==> src/design/twss_pkg.sv <==
// ----------------------------------------------------------------------------
// twss_pkg: shared types and constants
// Field widths, register indexes and the descriptor passed from the front
// end to the divider back end of the wall span setup block.
// ----------------------------------------------------------------------------
package twss_pkg;

   localparam int FRAC_BITS       = 16;
   localparam int MAX_SCREEN_ROWS = 4096;
   localparam int MAX_TEX_SIZE    = 1024;

   localparam int COL_W   = 12;
   localparam int DIST_W  = 24;
   localparam int DIR_W   = 21;
   localparam int POS_W   = 24;
   localparam int SH_W    = 13;
   localparam int TEX_W   = 11;
   localparam int ROW_W   = 12;
   localparam int TXC_W   = 10;
   localparam int STEP_W  = 26;
   localparam int START_W = 27;
   localparam int LINE_W  = 16;

   // Dividend widths for the two divisions.
   localparam int NUM_W   = SH_W + FRAC_BITS;     // 29
   localparam int CNT_W   = 5;

   localparam int REQ_DATA_W = 128;
   localparam int RSP_DATA_W = 104;

   localparam int REG_IDX_W = 2;
   typedef enum logic [REG_IDX_W-1:0] {
      REG_SCREEN_HEIGHT = 2'd0,
      REG_TEX_WIDTH     = 2'd1,
      REG_TEX_HEIGHT    = 2'd2,
      REG_UNUSED        = 2'd3
   } reg_idx_type;

   typedef enum logic [1:0] {
      TEX_NORTH = 2'd0,
      TEX_SOUTH = 2'd1,
      TEX_WEST  = 2'd2,
      TEX_EAST  = 2'd3
   } tex_id_type;

   typedef enum logic [1:0] {
      DIV_IDLE = 2'd0,
      DIV_LINE = 2'd1,
      DIV_STEP = 2'd2,
      DIV_DONE = 2'd3
   } div_state_type;

   // Classified column handed to the back end.
   typedef struct packed {
      logic [COL_W-1:0]  column;
      logic [DIST_W-1:0] wall_dist;
      logic [SH_W-1:0]   height;
      logic [TEX_W-1:0]  tex_h;
      tex_id_type        tex_id;
      logic [TXC_W-1:0]  texel_column;
   } desc_type;

endpackage

==> src/design/twss_front.sv <==
// ----------------------------------------------------------------------------
// twss_front: request classifier
// Picks the texture, computes the hit point fraction and the mirrored texel
// column in two registered stages, then pushes a descriptor to the queue.
// ----------------------------------------------------------------------------
module twss_front (
   input  logic                             clock,
   input  logic                             reset,
   input  logic                             req_tvalid,
   output logic                             req_tready,
   input  logic [twss_pkg::REQ_DATA_W-1:0]  req_tdata,
   input  logic [twss_pkg::SH_W-1:0]        height,
   input  logic [twss_pkg::TEX_W-1:0]       tex_w,
   input  logic [twss_pkg::TEX_W-1:0]       tex_h,
   output logic                             push,
   output twss_pkg::desc_type               push_desc,
   input  logic                             queue_ready
);
   import twss_pkg::*;

   localparam int PROD_W = DIST_W + DIR_W;         // 45, signed product
   localparam int FR_W   = 2 * FRAC_BITS;          // 32

   // Stage one registers.
   logic             s1_valid_ff, s1_valid_in;
   logic [COL_W-1:0] s1_col_ff;
   logic [DIST_W-1:0] s1_dist_ff;
   logic             s1_mirror_ff;
   tex_id_type       s1_id_ff;
   logic [FR_W-1:0]  s1_frac_ff;

   // Stage two registers.
   logic             s2_valid_ff, s2_valid_in;
   desc_type         s2_desc_ff;

   logic             adv1, adv2;
   logic [COL_W-1:0] col;
   logic [DIST_W-1:0] wall_dist;
   logic             side;
   logic signed [DIR_W-1:0] dx, dy, dsel;
   logic [POS_W-1:0] px, py, psel;
   logic             dx_pos, dy_pos, dy_neg, mirror;
   tex_id_type       id;
   logic signed [PROD_W:0] prod;
   logic [FR_W-1:0]  frac;
   logic [FR_W+TEX_W-1:0] fw;
   logic [TEX_W-1:0] tx_raw, tx_cl, tx_fin;

   assign col       = req_tdata[11:0];
   assign wall_dist = req_tdata[35:12];
   assign side      = req_tdata[36];
   assign dx        = req_tdata[57:37];
   assign dy        = req_tdata[78:58];
   assign px        = req_tdata[102:79];
   assign py        = req_tdata[126:103];

   // Pipeline advance: the last stage drains into the queue.
   assign adv2 = !s2_valid_ff || queue_ready;
   assign adv1 = !s1_valid_ff || adv2;
   assign req_tready = adv1;
   assign push = s2_valid_ff && queue_ready;
   assign push_desc = s2_desc_ff;

   // Texture choice and the hit point product.
   always_comb begin
      dx_pos = !dx[DIR_W-1] && (dx != '0);
      dy_pos = !dy[DIR_W-1] && (dy != '0);
      dy_neg = dy[DIR_W-1];
      if (!side) begin
         id     = dx_pos ? TEX_WEST : TEX_EAST;
         mirror = dx_pos;
         dsel   = dy;
         psel   = py;
      end else begin
         id     = dy_pos ? TEX_SOUTH : TEX_NORTH;
         mirror = dy_neg;
         dsel   = dx;
         psel   = px;
      end
      prod = $signed({1'b0, wall_dist}) * dsel;
      frac = FR_W'({psel, {FRAC_BITS{1'b0}}}) + prod[FR_W-1:0];
   end

   // Texel column from the fraction, clamped and mirrored.
   always_comb begin
      fw     = s1_frac_ff * tex_w;
      tx_raw = fw[FR_W+TEX_W-1:FR_W];
      tx_cl  = (tx_raw >= tex_w) ? tex_w - 1'b1 : tx_raw;
      tx_fin = s1_mirror_ff ? tex_w - 1'b1 - tx_cl : tx_cl;
   end

   assign s1_valid_in = adv1 ? req_tvalid : s1_valid_ff;
   assign s2_valid_in = adv2 ? s1_valid_ff : s2_valid_ff;

   always_ff @(posedge clock) begin
      if (reset) begin
         s1_valid_ff <= 1'b0;
         s2_valid_ff <= 1'b0;
      end else begin
         s1_valid_ff <= s1_valid_in;
         s2_valid_ff <= s2_valid_in;
      end
   end

   always_ff @(posedge clock) begin
      if (adv1) begin
         s1_col_ff    <= col;
         s1_dist_ff   <= wall_dist;
         s1_mirror_ff <= mirror;
         s1_id_ff     <= id;
         s1_frac_ff   <= frac;
      end
      if (adv2) begin
         s2_desc_ff.column       <= s1_col_ff;
         s2_desc_ff.wall_dist    <= s1_dist_ff;
         s2_desc_ff.height       <= height;
         s2_desc_ff.tex_h        <= tex_h;
         s2_desc_ff.tex_id       <= s1_id_ff;
         s2_desc_ff.texel_column <= tx_fin[TXC_W-1:0];
      end
   end

endmodule

==> src/design/twss_queue.sv <==
// ----------------------------------------------------------------------------
// twss_queue: descriptor queue
// A two-entry first-in first-out buffer between the front and back ends.
// ----------------------------------------------------------------------------
module twss_queue (
   input  logic               clock,
   input  logic               reset,
   input  logic               push,
   input  twss_pkg::desc_type push_desc,
   output logic               not_full,
   input  logic               pop,
   output logic               not_empty,
   output twss_pkg::desc_type pop_desc
);
   import twss_pkg::*;

   desc_type    mem_ff [2];
   logic        wr_ptr_ff, wr_ptr_in, rd_ptr_ff, rd_ptr_in;
   logic [1:0]  cnt_ff, cnt_in;

   assign not_full  = cnt_ff != 2'd2;
   assign not_empty = cnt_ff != 2'd0;
   assign pop_desc  = mem_ff[rd_ptr_ff];

   // Pointer and fill count update.
   always_comb begin
      wr_ptr_in = wr_ptr_ff ^ push;
      rd_ptr_in = rd_ptr_ff ^ pop;
      cnt_in    = cnt_ff + {1'b0, push} - {1'b0, pop};
   end

   always_ff @(posedge clock) begin
      if (reset) begin
         wr_ptr_ff <= 1'b0;
         rd_ptr_ff <= 1'b0;
         cnt_ff    <= 2'd0;
      end else begin
         wr_ptr_ff <= wr_ptr_in;
         rd_ptr_ff <= rd_ptr_in;
         cnt_ff    <= cnt_in;
      end
   end

   always_ff @(posedge clock) begin
      if (push) begin
         mem_ff[wr_ptr_ff] <= push_desc;
      end
   end

endmodule

==> src/design/twss_back.sv <==
// ----------------------------------------------------------------------------
// twss_back: span and step computation
// A radix-2 restoring divider shared by the line height and the texel step
// divisions, followed by the span clamp and the start multiplication.
// ----------------------------------------------------------------------------
module twss_back (
   input  logic                            clock,
   input  logic                            reset,
   input  logic                            q_valid,
   input  twss_pkg::desc_type              q_desc,
   output logic                            q_pop,
   output logic                            rsp_tvalid,
   input  logic                            rsp_tready,
   output logic [twss_pkg::RSP_DATA_W-1:0] rsp_tdata
);
   import twss_pkg::*;

   localparam logic [STEP_W-1:0]  STEP_MAX  = '1;
   localparam logic [START_W-1:0] START_MAX = '1;
   localparam logic [LINE_W-1:0]  LINE_MAX  = '1;
   // Step dividend (T << 16) fits 27 bits; line dividend fits 29 bits.
   localparam int STEP_NUM_W = TEX_W + FRAC_BITS;

   div_state_type state_ff, state_in;
   desc_type      desc_ff;
   logic [CNT_W-1:0]  cnt_ff, cnt_in;
   logic [NUM_W-1:0]  quo_ff, quo_in;
   logic [DIST_W:0]   rem_ff, rem_in;
   logic [DIST_W-1:0] dvsr_ff, dvsr_in;
   logic [NUM_W-1:0]  num_ff, num_in;
   logic [LINE_W-1:0] lh_ff, lh_in;

   logic              load;
   logic [DIST_W:0]   trial;
   logic              fits;
   logic [LINE_W-1:0] lh_sat;

   // Output register.
   logic              out_valid_ff, out_valid_in;
   logic [RSP_DATA_W-1:0] out_data_ff, out_data_in;
   logic              out_free;

   // Span and start terms.
   logic [ROW_W:0]    half_h, half_l, first, last;
   logic [LINE_W:0]   last_sum;
   logic [LINE_W-1:0] half_l_full;
   logic [LINE_W-1:0] offset;
   logic [NUM_W-1:0]  step_full;
   logic [STEP_W-1:0] step_sat;
   logic [LINE_W+STEP_W-1:0] start_full;
   logic [START_W-1:0] start_sat;

   assign out_free  = !out_valid_ff || rsp_tready;
   assign rsp_tvalid = out_valid_ff;
   assign rsp_tdata  = out_data_ff;

   // One quotient bit per cycle.
   always_comb begin
      trial = {rem_ff[DIST_W-1:0], num_ff[NUM_W-1]};
      fits  = trial >= {1'b0, dvsr_ff};
   end

   always_comb begin
      if (quo_ff[NUM_W-1:LINE_W] != '0) lh_sat = LINE_MAX;
      else if (quo_ff[LINE_W-1:0] == '0) lh_sat = 16'd1;
      else lh_sat = quo_ff[LINE_W-1:0];
   end

   // Span, clamp and start for the finished column.
   always_comb begin
      half_h      = {1'b0, desc_ff.height[SH_W-1:1]};
      half_l_full = {1'b0, lh_ff[LINE_W-1:1]};
      last_sum    = {4'b0, half_h} + {1'b0, half_l_full};
      // A line taller than the screen starts part way into the texture.
      if (half_l_full > {3'b0, half_h}) begin
         first  = '0;
         offset = half_l_full - {3'b0, half_h};
      end else begin
         first  = half_h - half_l_full[ROW_W:0];
         offset = '0;
      end
      if (last_sum >= {4'b0, desc_ff.height}) last = desc_ff.height - 1'b1;
      else last = last_sum[ROW_W:0];
      half_l     = half_l_full[ROW_W:0];
      step_full  = quo_ff;
      step_sat   = (step_full > NUM_W'(STEP_MAX)) ? STEP_MAX : step_full[STEP_W-1:0];
      start_full = offset * step_full[STEP_W-1:0];
      start_sat  = (start_full > (LINE_W+STEP_W)'(START_MAX)) ? START_MAX
                   : start_full[START_W-1:0];
      out_data_in = {3'b0, start_sat, step_sat, desc_ff.texel_column,
                     desc_ff.tex_id, last[ROW_W-1:0], first[ROW_W-1:0],
                     desc_ff.column};
   end

   // Divider sequencer.
   always_comb begin
      state_in     = state_ff;
      cnt_in       = cnt_ff;
      quo_in       = quo_ff;
      rem_in       = rem_ff;
      dvsr_in      = dvsr_ff;
      num_in       = num_ff;
      lh_in        = lh_ff;
      load         = 1'b0;
      q_pop        = 1'b0;
      out_valid_in = out_valid_ff && !rsp_tready;
      unique case (state_ff)
         DIV_IDLE: begin
            if (q_valid) begin
               q_pop    = 1'b1;
               load     = 1'b1;
               state_in = DIV_LINE;
               cnt_in   = CNT_W'(NUM_W - 1);
               rem_in   = '0;
               quo_in   = '0;
               num_in   = {q_desc.height, {FRAC_BITS{1'b0}}};
               dvsr_in  = q_desc.wall_dist;
            end
         end
         DIV_LINE, DIV_STEP: begin
            rem_in = fits ? trial - {1'b0, dvsr_ff} : trial;
            quo_in = {quo_ff[NUM_W-2:0], fits};
            num_in = {num_ff[NUM_W-2:0], 1'b0};
            cnt_in = cnt_ff - 1'b1;
            if (cnt_ff == '0) begin
               if (state_ff == DIV_LINE) begin
                  // Zero distance saturates the line height.
                  lh_in = (dvsr_ff == '0) ? LINE_MAX
                        : (quo_in[NUM_W-1:LINE_W] != '0) ? LINE_MAX
                        : (quo_in[LINE_W-1:0] == '0) ? 16'd1 : quo_in[LINE_W-1:0];
                  state_in = DIV_STEP;
                  cnt_in   = CNT_W'(STEP_NUM_W - 1);
                  rem_in   = '0;
                  quo_in   = '0;
                  num_in   = {desc_ff.tex_h, {FRAC_BITS{1'b0}}, 2'b0};
                  dvsr_in  = {8'b0, lh_in};
               end else begin
                  state_in = DIV_DONE;
               end
            end
         end
         DIV_DONE: begin
            if (out_free) begin
               out_valid_in = 1'b1;
               state_in     = DIV_IDLE;
            end
         end
         default: state_in = DIV_IDLE;
      endcase
   end

   always_ff @(posedge clock) begin
      if (reset) begin
         state_ff     <= DIV_IDLE;
         out_valid_ff <= 1'b0;
      end else begin
         state_ff     <= state_in;
         out_valid_ff <= out_valid_in;
      end
   end

   always_ff @(posedge clock) begin
      cnt_ff  <= cnt_in;
      quo_ff  <= quo_in;
      rem_ff  <= rem_in;
      dvsr_ff <= dvsr_in;
      num_ff  <= num_in;
      lh_ff   <= lh_in;
      if (load) desc_ff <= q_desc;
      if (state_ff == DIV_DONE && out_free) out_data_ff <= out_data_in;
   end

   // The saturated quotient view and half_l are unused; they are folded into unused_ok.
   logic unused_ok;
   assign unused_ok = ^{lh_sat, half_l};

endmodule

==> src/design/textured_wall_span_setup.sv <==
// ----------------------------------------------------------------------------
// textured_wall_span_setup: wall span setup for one raycaster column
// Top level tying the classifier, descriptor queue and divider back end.
// ----------------------------------------------------------------------------
// Usage:
//   req_* carries one ray hit per screen column; rsp_* returns one span word
//   per request, in order. csr_* writes screen height and texture sizes and
//   must be used only while no column is in flight.
//   The front end takes a new word every cycle into a two-stage pipeline while
//   the queue has room. The back end runs one shared restoring divider, one
//   quotient bit a cycle, for the line height and then the texel step, with
//   a load state before and a result state after; it takes a new column from
//   the queue only once the last one has been handed to the output register.
//   A stalled rsp_tready holds the result in the output register; the queue
//   then fills and req_tready falls. Reset empties every stage and restores
//   the registers to 480 rows and 64 by 64 texels.
// ----------------------------------------------------------------------------
module textured_wall_span_setup (
   input  logic                              clock,
   input  logic                              reset,
   input  logic                              req_tvalid,
   output logic                              req_tready,
   // column, wall_distance, hit_side, dir_x, dir_y, player_x, player_y
   input  logic [twss_pkg::REQ_DATA_W-1:0]   req_tdata,
   output logic                              rsp_tvalid,
   input  logic                              rsp_tready,
   // out_column, first_row, last_row, texture_id, texel_column,
   // texel_step, texel_start
   output logic [twss_pkg::RSP_DATA_W-1:0]   rsp_tdata,
   input  logic                              csr_we,
   input  logic [twss_pkg::REG_IDX_W-1:0]    csr_index,
   input  logic [twss_pkg::SH_W-1:0]         csr_wdata
);
   import twss_pkg::*;

   logic [SH_W-1:0]  sh_ff, sh_in;
   logic [TEX_W-1:0] tw_ff, tw_in, th_ff, th_in;
   logic [SH_W-1:0]  height;
   logic [TEX_W-1:0] tex_w, tex_h;
   logic             push, not_full, pop, not_empty;
   desc_type         push_desc, pop_desc;

   // Register writes.
   always_comb begin
      sh_in = sh_ff;
      tw_in = tw_ff;
      th_in = th_ff;
      if (csr_we) begin
         unique case (reg_idx_type'(csr_index))
            REG_SCREEN_HEIGHT: sh_in = csr_wdata;
            REG_TEX_WIDTH:     tw_in = csr_wdata[TEX_W-1:0];
            REG_TEX_HEIGHT:    th_in = csr_wdata[TEX_W-1:0];
            default: ;
         endcase
      end
   end

   always_ff @(posedge clock) begin
      if (reset) begin
         sh_ff <= 13'd480;
         tw_ff <= 11'd64;
         th_ff <= 11'd64;
      end else begin
         sh_ff <= sh_in;
         tw_ff <= tw_in;
         th_ff <= th_in;
      end
   end

   // Clamp the registers into their legal ranges.
   always_comb begin
      height = (sh_ff < 13'd2) ? 13'd2
             : (sh_ff > 13'(MAX_SCREEN_ROWS)) ? 13'(MAX_SCREEN_ROWS) : sh_ff;
      tex_w  = (tw_ff == '0) ? 11'd1
             : (tw_ff > 11'(MAX_TEX_SIZE)) ? 11'(MAX_TEX_SIZE) : tw_ff;
      tex_h  = (th_ff == '0) ? 11'd1
             : (th_ff > 11'(MAX_TEX_SIZE)) ? 11'(MAX_TEX_SIZE) : th_ff;
   end

   twss_front u_front (
      .clock, .reset, .req_tvalid, .req_tready, .req_tdata,
      .height, .tex_w, .tex_h, .push, .push_desc,
      .queue_ready(not_full)
   );

   twss_queue u_queue (
      .clock, .reset, .push, .push_desc, .not_full,
      .pop, .not_empty, .pop_desc
   );

   twss_back u_back (
      .clock, .reset, .q_valid(not_empty), .q_desc(pop_desc), .q_pop(pop),
      .rsp_tvalid, .rsp_tready, .rsp_tdata
   );

endmodule

==> config.mk <==
export PLATFORM = sky130hd
export DESIGN_NAME = textured_wall_span_setup
export DESIGN_NICKNAME = d
export VERILOG_FILES = /design/src/design/twss_pkg.sv /design/src/design/twss_front.sv /design/src/design/twss_queue.sv /design/src/design/twss_back.sv /design/src/design/textured_wall_span_setup.sv
export SDC_FILE = /design/constraint.sdc
export NUM_CORES = 2
export LEC_CHECK = 0
export ABC_AREA = 1
export BUFFER_PORTS_ARGS = -buffer_cell sky130_fd_sc_hd__buf_2
export CAP_MARGIN = 20
export CELL_PAD_IN_SITES_DETAIL_PLACEMENT = 2
export CELL_PAD_IN_SITES_GLOBAL_PLACEMENT = 2
export CORE_MARGIN = 4
export CORE_UTILIZATION = 41
export CTS_CLUSTER_DIAMETER = 200
export DETAILED_ROUTE_END_ITERATION = 16
export PLACE_DENSITY = 0.84
export REMOVE_ABC_BUFFERS = 1
export SYNTH_ARGS = -nofsm -noshare
export SYNTH_HDL_FRONTEND = slang
export SYNTH_HIERARCHICAL = 1
export SYNTH_SLANG_ARGS = --single-unit
==> constraint.sdc <==
create_clock -name clock -period 11.15 [get_ports clock]
set_input_delay 1.115 -clock clock [delete_from_list [all_inputs] [get_ports clock]]
set_output_delay 1.115 -clock clock [all_outputs]
set_load 0.01 [all_outputs]
== Word level (Yosys, flattened, before mapping) ==
Memory sizes are Yosys's and may differ from the RTL's. A register that Yosys moved wholly into a read port is not among the register bits.
Cells that the tools add are included.

* Shift operators: 0
* Bitwise gates (word level): 2
* Equality and inequality tests: 10
* Multiply operators: 3
* Div/mod/pow operators: 0
* Mux-type cells: 50
* Order comparisons: 10
* $add $sub $neg: 11
* Reduce and logical (&&, ||, !) cells: 36

{| class="wikitable"
|+ Operators with widths
! operator !! number
|-
| 2-to-1 mux 29 bit || 6
|-
| 2-to-1 mux 24 bit || 7
|-
| case mux 29 bit (2 select lines) || 2
|-
| case mux 24 bit (2 select lines) || 2
|-
| 2-to-1 mux 16 bit || 5
|-
| multiplier 32 x 11 -> 43 bit || 1
|-
| greater-than comparator 42 x 27 -> 1 bit, second input constant || 1
|-
| multiplier 16 x 26 -> 42 bit || 1
|-
| nonzero test 21 bit || 2
|-
| 2-to-1 mux 11 bit || 3
|-
| adder 32 bit || 1
|-
| multiplier 25 x 21 -> 32 bit || 1
|-
| greater-than comparator 29 x 26 -> 1 bit, second input constant || 1
|-
| >= comparator 25 x 24 -> 1 bit || 1
|-
| zero test 24 bit || 1
|-
| subtractor 24 bit || 1
|-
| greater-than comparator 11 bit, second input constant || 2
|-
| zero test 11 bit || 2
|-
| 2-to-1 mux 21 bit || 1
|-
| 2-to-1 mux 10 bit || 2
|-
| adder 12 x 15 -> 16 bit || 1
|-
| >= comparator 16 x 13 -> 1 bit || 1
|-
| zero test 16 bit || 1
|-
| subtractor 15 x 12 -> 16 bit || 1
|-
| other kinds (34) || 75
|}

* Input bits: 148
* ROM bits: 0
* Register bits: 463
* Bits in latches: 0
* Output and inout port bits: 106
* Memory bits (writable): 144
* Memories kept: 1
* Logic and storage cells: 161

{| class="wikitable"
|+ Memories
! memory !! words !! bits a word !! read ports !! clocked after memory_dff !! wr ports !! line !! source
|-
| u_queue.mem_ff || 2 || 72 || 1 || 1 || 1 || twss_queue.sv:17 || <nowiki>desc_type mem_ff [2];</nowiki>
|}

== Logic depth before layout (Yosys ltp) ==
* Word-level depth: 8
* Mapped depth: 57

== Cells and area by module ==
Netlist, hierarchy kept.

{| class="wikitable"
|+ By module, submodules not included
! module !! area an instance (um2) !! instances !! cells an instance
|-
| twss_front || 29666.0 || 1 || 3415
|-
| twss_back || 27626.5 || 1 || 3169
|-
| twss_queue || 5754.3 || 1 || 251
|-
| textured_wall_span_setup || 1627.8 || 1 || 225
|}

== Least setup slack after synthesis ==
Ideal clock, no wire load.

* Kind: register to register
* Start: register tw_ff[0]
* End: register u_front.s2_desc_ff (netlist bit u_front/push_desc[9]), data pin
* Path buffers: 4
* Clock period less this slack: 8.545 ns
* Data required time: 10.893 ns
* Data arrival time: 8.288 ns
* Cell stages (with the launch flop): 51
* Slack: 2.605 ns
* Path through: dfxtp_1 > nor2_1 > nand3_1 > nor2_1 > nor2_2 > nor2_1 > clkbuf_1 > clkbuf_1 > nand2_1 > fa_1 > inv_1 > fa_1 > fa_1 > inv_1 > fa_1 > inv_1 > fa_1 > ha_1 > (+15 left out) > a31oi_1 > buf_2 > inv_1 > clkbuf_1 > o21ai_0 > ha_1 > nand2_1 > nor2_1 > a211oi_1 > nor2_1 > nand3_1 > nand2_1 > nand3_1 > nand2_1 > nand2_1 > nand2_1 > nand2_1 > nand2_1

* Longest elaborated chain between the ends: 8
* Elaborated cells on any way between the ends: 10

{| class="wikitable"
|+ RTL lines
! what !! line !! source
|-
| start, declared || textured_wall_span_setup.sv:37 || <nowiki>logic [TEX_W-1:0] tw_ff, tw_in, th_ff, th_in;</nowiki>
|-
| start signal, assigned || textured_wall_span_setup.sv:65 || <nowiki>tw_ff <= tw_in;</nowiki>
|-
| greater-than comparator 11 bit || textured_wall_span_setup.sv:75 || <nowiki>: (tw_ff > 11'(MAX_TEX_SIZE)) ? 11'(MAX_TEX_SIZE) : tw_ff;</nowiki>
|-
| 2-to-1 mux 11 bit || textured_wall_span_setup.sv:75 ||
|-
| 2-to-1 mux 11 bit (*) || textured_wall_span_setup.sv:74 || <nowiki>tex_w = (tw_ff == '0) ? 11'd1</nowiki>
|-
| net tex_w[2] || textured_wall_span_setup.sv:39 || <nowiki>logic [TEX_W-1:0] tex_w, tex_h;</nowiki>
|-
| multiplier 32 x 11 -> 43 bit || twss_front.sv:86 || <nowiki>fw = s1_frac_ff * tex_w;</nowiki>
|-
| >= comparator 11 bit || twss_front.sv:88 || <nowiki>tx_cl = (tx_raw >= tex_w) ? tex_w - 1'b1 : tx_raw;</nowiki>
|-
| 2-to-1 mux 10 bit || twss_front.sv:88 ||
|-
| subtractor 10 bit || twss_front.sv:89 || <nowiki>tx_fin = s1_mirror_ff ? tex_w - 1'b1 - tx_cl : tx_cl;</nowiki>
|-
| 2-to-1 mux 10 bit (*) || twss_front.sv:89 ||
|-
| net u_front.tx_fin[9] || twss_front.sv:47 || <nowiki>logic [TEX_W-1:0] tx_raw, tx_cl, tx_fin;</nowiki>
|-
| end, declared || twss_front.sv:34 || <nowiki>desc_type s2_desc_ff;</nowiki>
|}

Mark *: on every way through the listed nets, which the timed path passes. The rest lies on a longest branch.
A chain may end at the register's enable or synchronous reset.

== Worst setup path in the final report ==
* Start: register tw_ff[5]
* End: register u_front.s2_desc_ff (netlist bit u_front/push_desc[9]), data pin

Same word-level chain as after synthesis.

==> out/metrics.csv <==
stage,metric,value,unit
yosys,yosysUniqueCellTypes,69,
place,detailedPlace.worstSlack,0.8600,ns
timing,fin_ws,0.3995,ns
timing,maxSlewHeadroom,0.1264,
cts,numCtsBuffers,69,
timing,hold_viol_final,0,
timing,drv_slew,0,
worst_setup_path,worstSetupPathType,reg2reg,
drt,first_iter_violations,4330,
cts,clockBufferDepth,3,
worst_setup_path,critPathRequiredTime,11.57,ns
floorplanning,die_y,405.2,um
cts,htree_levels,3,
floorplanning,core-area,156600,sq um
timing,fin_skew,0.04677,ns
yosys,syn_area,64670,sq um
flow_run,cap_violations,0,
place,globalplace.congestion,0.9092,
floorplanning,ios,254,
timing,tightest_slew,1.297,ns
finish,final_common_cell,nand2_1,
worst_setup_path,arrival,11.17,ns
floorplanning,die-width,405.2,um
cts,cts_tree,built,
place,dp_hpwl,197800,um
drt,wl_per_cell,30.56,um
finish,mostFrequentLayoutCells,"nand2_1 (1,635), inv_1 (1,491), fa_1 (963)",
finish,areaGrowthSynthToFinish,8.592,%
worst_setup_path,cp_slowest_cell,fa_1,
place,post-place-cells,9134,
timing,min_period,10.75,ns
cts,clock-sinks,590,
finish,final_cells,9282,
cts,cts.clk_slew.worst_paths,0.08,ns
yosys,synth_ff_type,edfxtp_1,
worst_hold_path,hp-class,reg2reg,
floorplanning,start_util,0.4131,
worst_setup_path,cp_max_fo,34,
drt,routed_wirelength,283600,um
timing,period_share,0.9642,
timing,fmax,0.09302,GHz
run_status,status,finished clean,
drt,drtAntennaViolNets,0,
global_routing,grt_pass1_vias,63362,
cts,cts_root_buf,clkbuf_16,
global_routing,antenna_found_initial,16,
finish,drive_gt1_frac,0.08764,
yosys,seq_area_frac_synth,0.2671,
timing,holdWs,0.4182,ns
worst_setup_path,slowest_delay,0.91,ns
timing,finalSetupViolations,0,
yosys,synth.avg_cell_area,9.161,sq um
cts,postCtsHoldBufs,0,
drt,firstDrtPassIters,6,
worst_setup_path,crit_path_end_kind,flip-flop,
finish,num-fill-cells,16865,
yosys,synth-warning-count,6,
global_routing,grt_use_total,0.3375,
drt,via_count,53713,
floorplanning,die_area,164200,sq um
timing,final.setup.tns,0,ns
yosys,synth-edff-count,546,
global_routing,grt_pass1_wl,410600,um
worst_setup_path,start_kind,flip-flop,
cts,worst_skew_pair.late_latency,0.70,ns
worst_setup_path,crit_top_cell,nand2_1,
floorplanning,core.rowCount,145,
yosys,syn-instance-count,7060,
drt,drc_errors,0,
yosys,synth-seq-cells,590,
global_routing,grt_overflow_total,0,
drt,via_per_inst,5.787,
global_routing,grt_max_degree,68,
finish,fin_nets,8683,
place,port_buffers,233,
yosys,async_reset_ff_frac,0,
worst max-delay path: cells and delay by family (launching register included):
family | cells | cell delay, ns
compound gates | 9 | 2.08
xor+xnor | 1 | 0.21
fa+ha+maj | 8 | 3.48
buf+inv | 10 | 1.86
flops | 1 | 0.32
simple gates | 21 | 2.47
registers in the layout, summed over array words and instances (netlist names), 11 cells and up:
signal / flops
u_front/s1_frac_ff: 32
u_back/rsp_tdata: 101
u_back/desc_ff: 48
u_back/num_ff: 13
u_queue/mem_ff: 144
u_front/push_desc: 72
u_front/s1_col_ff: 12
u_back/dvsr_ff: 24
u_front/s1_dist_ff: 24
u_back/rem_ff: 24
u_back/lh_ff: 15
u_back/quo_ff: 29
sh_ff: 13
tw_ff: 11
th_ff: 11
per-layer routing:
metal  track usage  part of all wire  wire length (um)  vias to the layer above
li1              -                 -                 -                    21674
met1        0.3617              0.34             97330                    27753
met2        0.5990              0.50            142500                     2946
met3       0.06334             0.070             19750                     1336
met4        0.2377             0.085             24040                        4
met5             0          0.000085                24                        -
synthesized netlist by cell type, types with 15 or more instances:
cell	instances	share of area
inv_1	1493	0.087
nand3_1	127	0.0098
fa_1	964	0.30
inv_2	25	0.0015
mux2_4	69	0.016
clkbuf_1	202	0.012
buf_4	20	0.0023
xnor2_1	55	0.0074
ha_1	414	0.080
nand3_2	28	0.0043
o21ai_0	137	0.011
xor2_1	101	0.014
nand4_1	63	0.0061
a31oi_1	17	0.0016
nor4_1	24	0.0023
a21oi_1	209	0.016
edfxtp_1	546	0.25
buf_2	23	0.0018
dfxtp_1	44	0.014
nor2_1	579	0.034
nor3_1	62	0.0048
nand2_1	1636	0.095
o21a_1	15	0.0017
through the flow:
| stage | area (sq um) | utilization |
|---|---|---|
| after floorplan | 63280 | - |
| after global placement | 67580 | 0.4316 |
| after detailed placement | 67580 | 0.4316 |
| after CTS | 70000 | 0.4471 |
| after global routing | 70210 | 0.4484 |
| final | 70230 | 0.4486 |
cell families after synthesis:
group                    Yosys count  share of synthesized area
XOR/XNOR                         157                    0.02138
other                              1                 0.00005798
multiplexers                      72                    0.01654
adder cells (fa/ha/maj)         1378                     0.3785
AO/OA/AOI/OAI                    477                    0.04272
AND/OR/NAND/NOR                 2579                     0.1633
buffers and inverters           1806                     0.1104
flip-flops                       590                     0.2671
path summary, 6_finish.rpt:
kind,end,cells after the start,slack [ns],from
worst max register to register,u_front/push_desc[9],49,0.40,tw_ff[5]
worst min register to register,u_back/rsp_tdata[41],0,0.42,u_back/desc_ff[3]
worst min-delay path,u_back/rsp_tdata[41],0,0.42,u_back/desc_ff[3]
worst max-delay path,u_front/push_desc[9],49,0.40,tw_ff[5]
layout make-up:
type                            count  area, sq um  share of cell area
Antenna cell                       13        32.53           0.0004632
Clock buffer                       85         1817             0.02587
Clock inverter                     40        604.3            0.008605
Inverter                         1528         5744             0.08179
Multi-Input combinational cell   4666        40390              0.5751
Sequential cell                   590        17280              0.2460
Tap cell                         2058         2575             0.03666
Timing Repair Buffer              302         1785             0.02542
what timing repair did:
action | 4_1_cts | 5_1_grt
resized for setup | 0 | 17
hold endpoints to repair | 0 | 0
buffers inserted | 0 | 6
endpoints found under the setup margin | 0 | 8
Power is left out: the tool's default activity adds up to more than one toggle a clock period on the data nets, which glitch-free logic cannot reach.
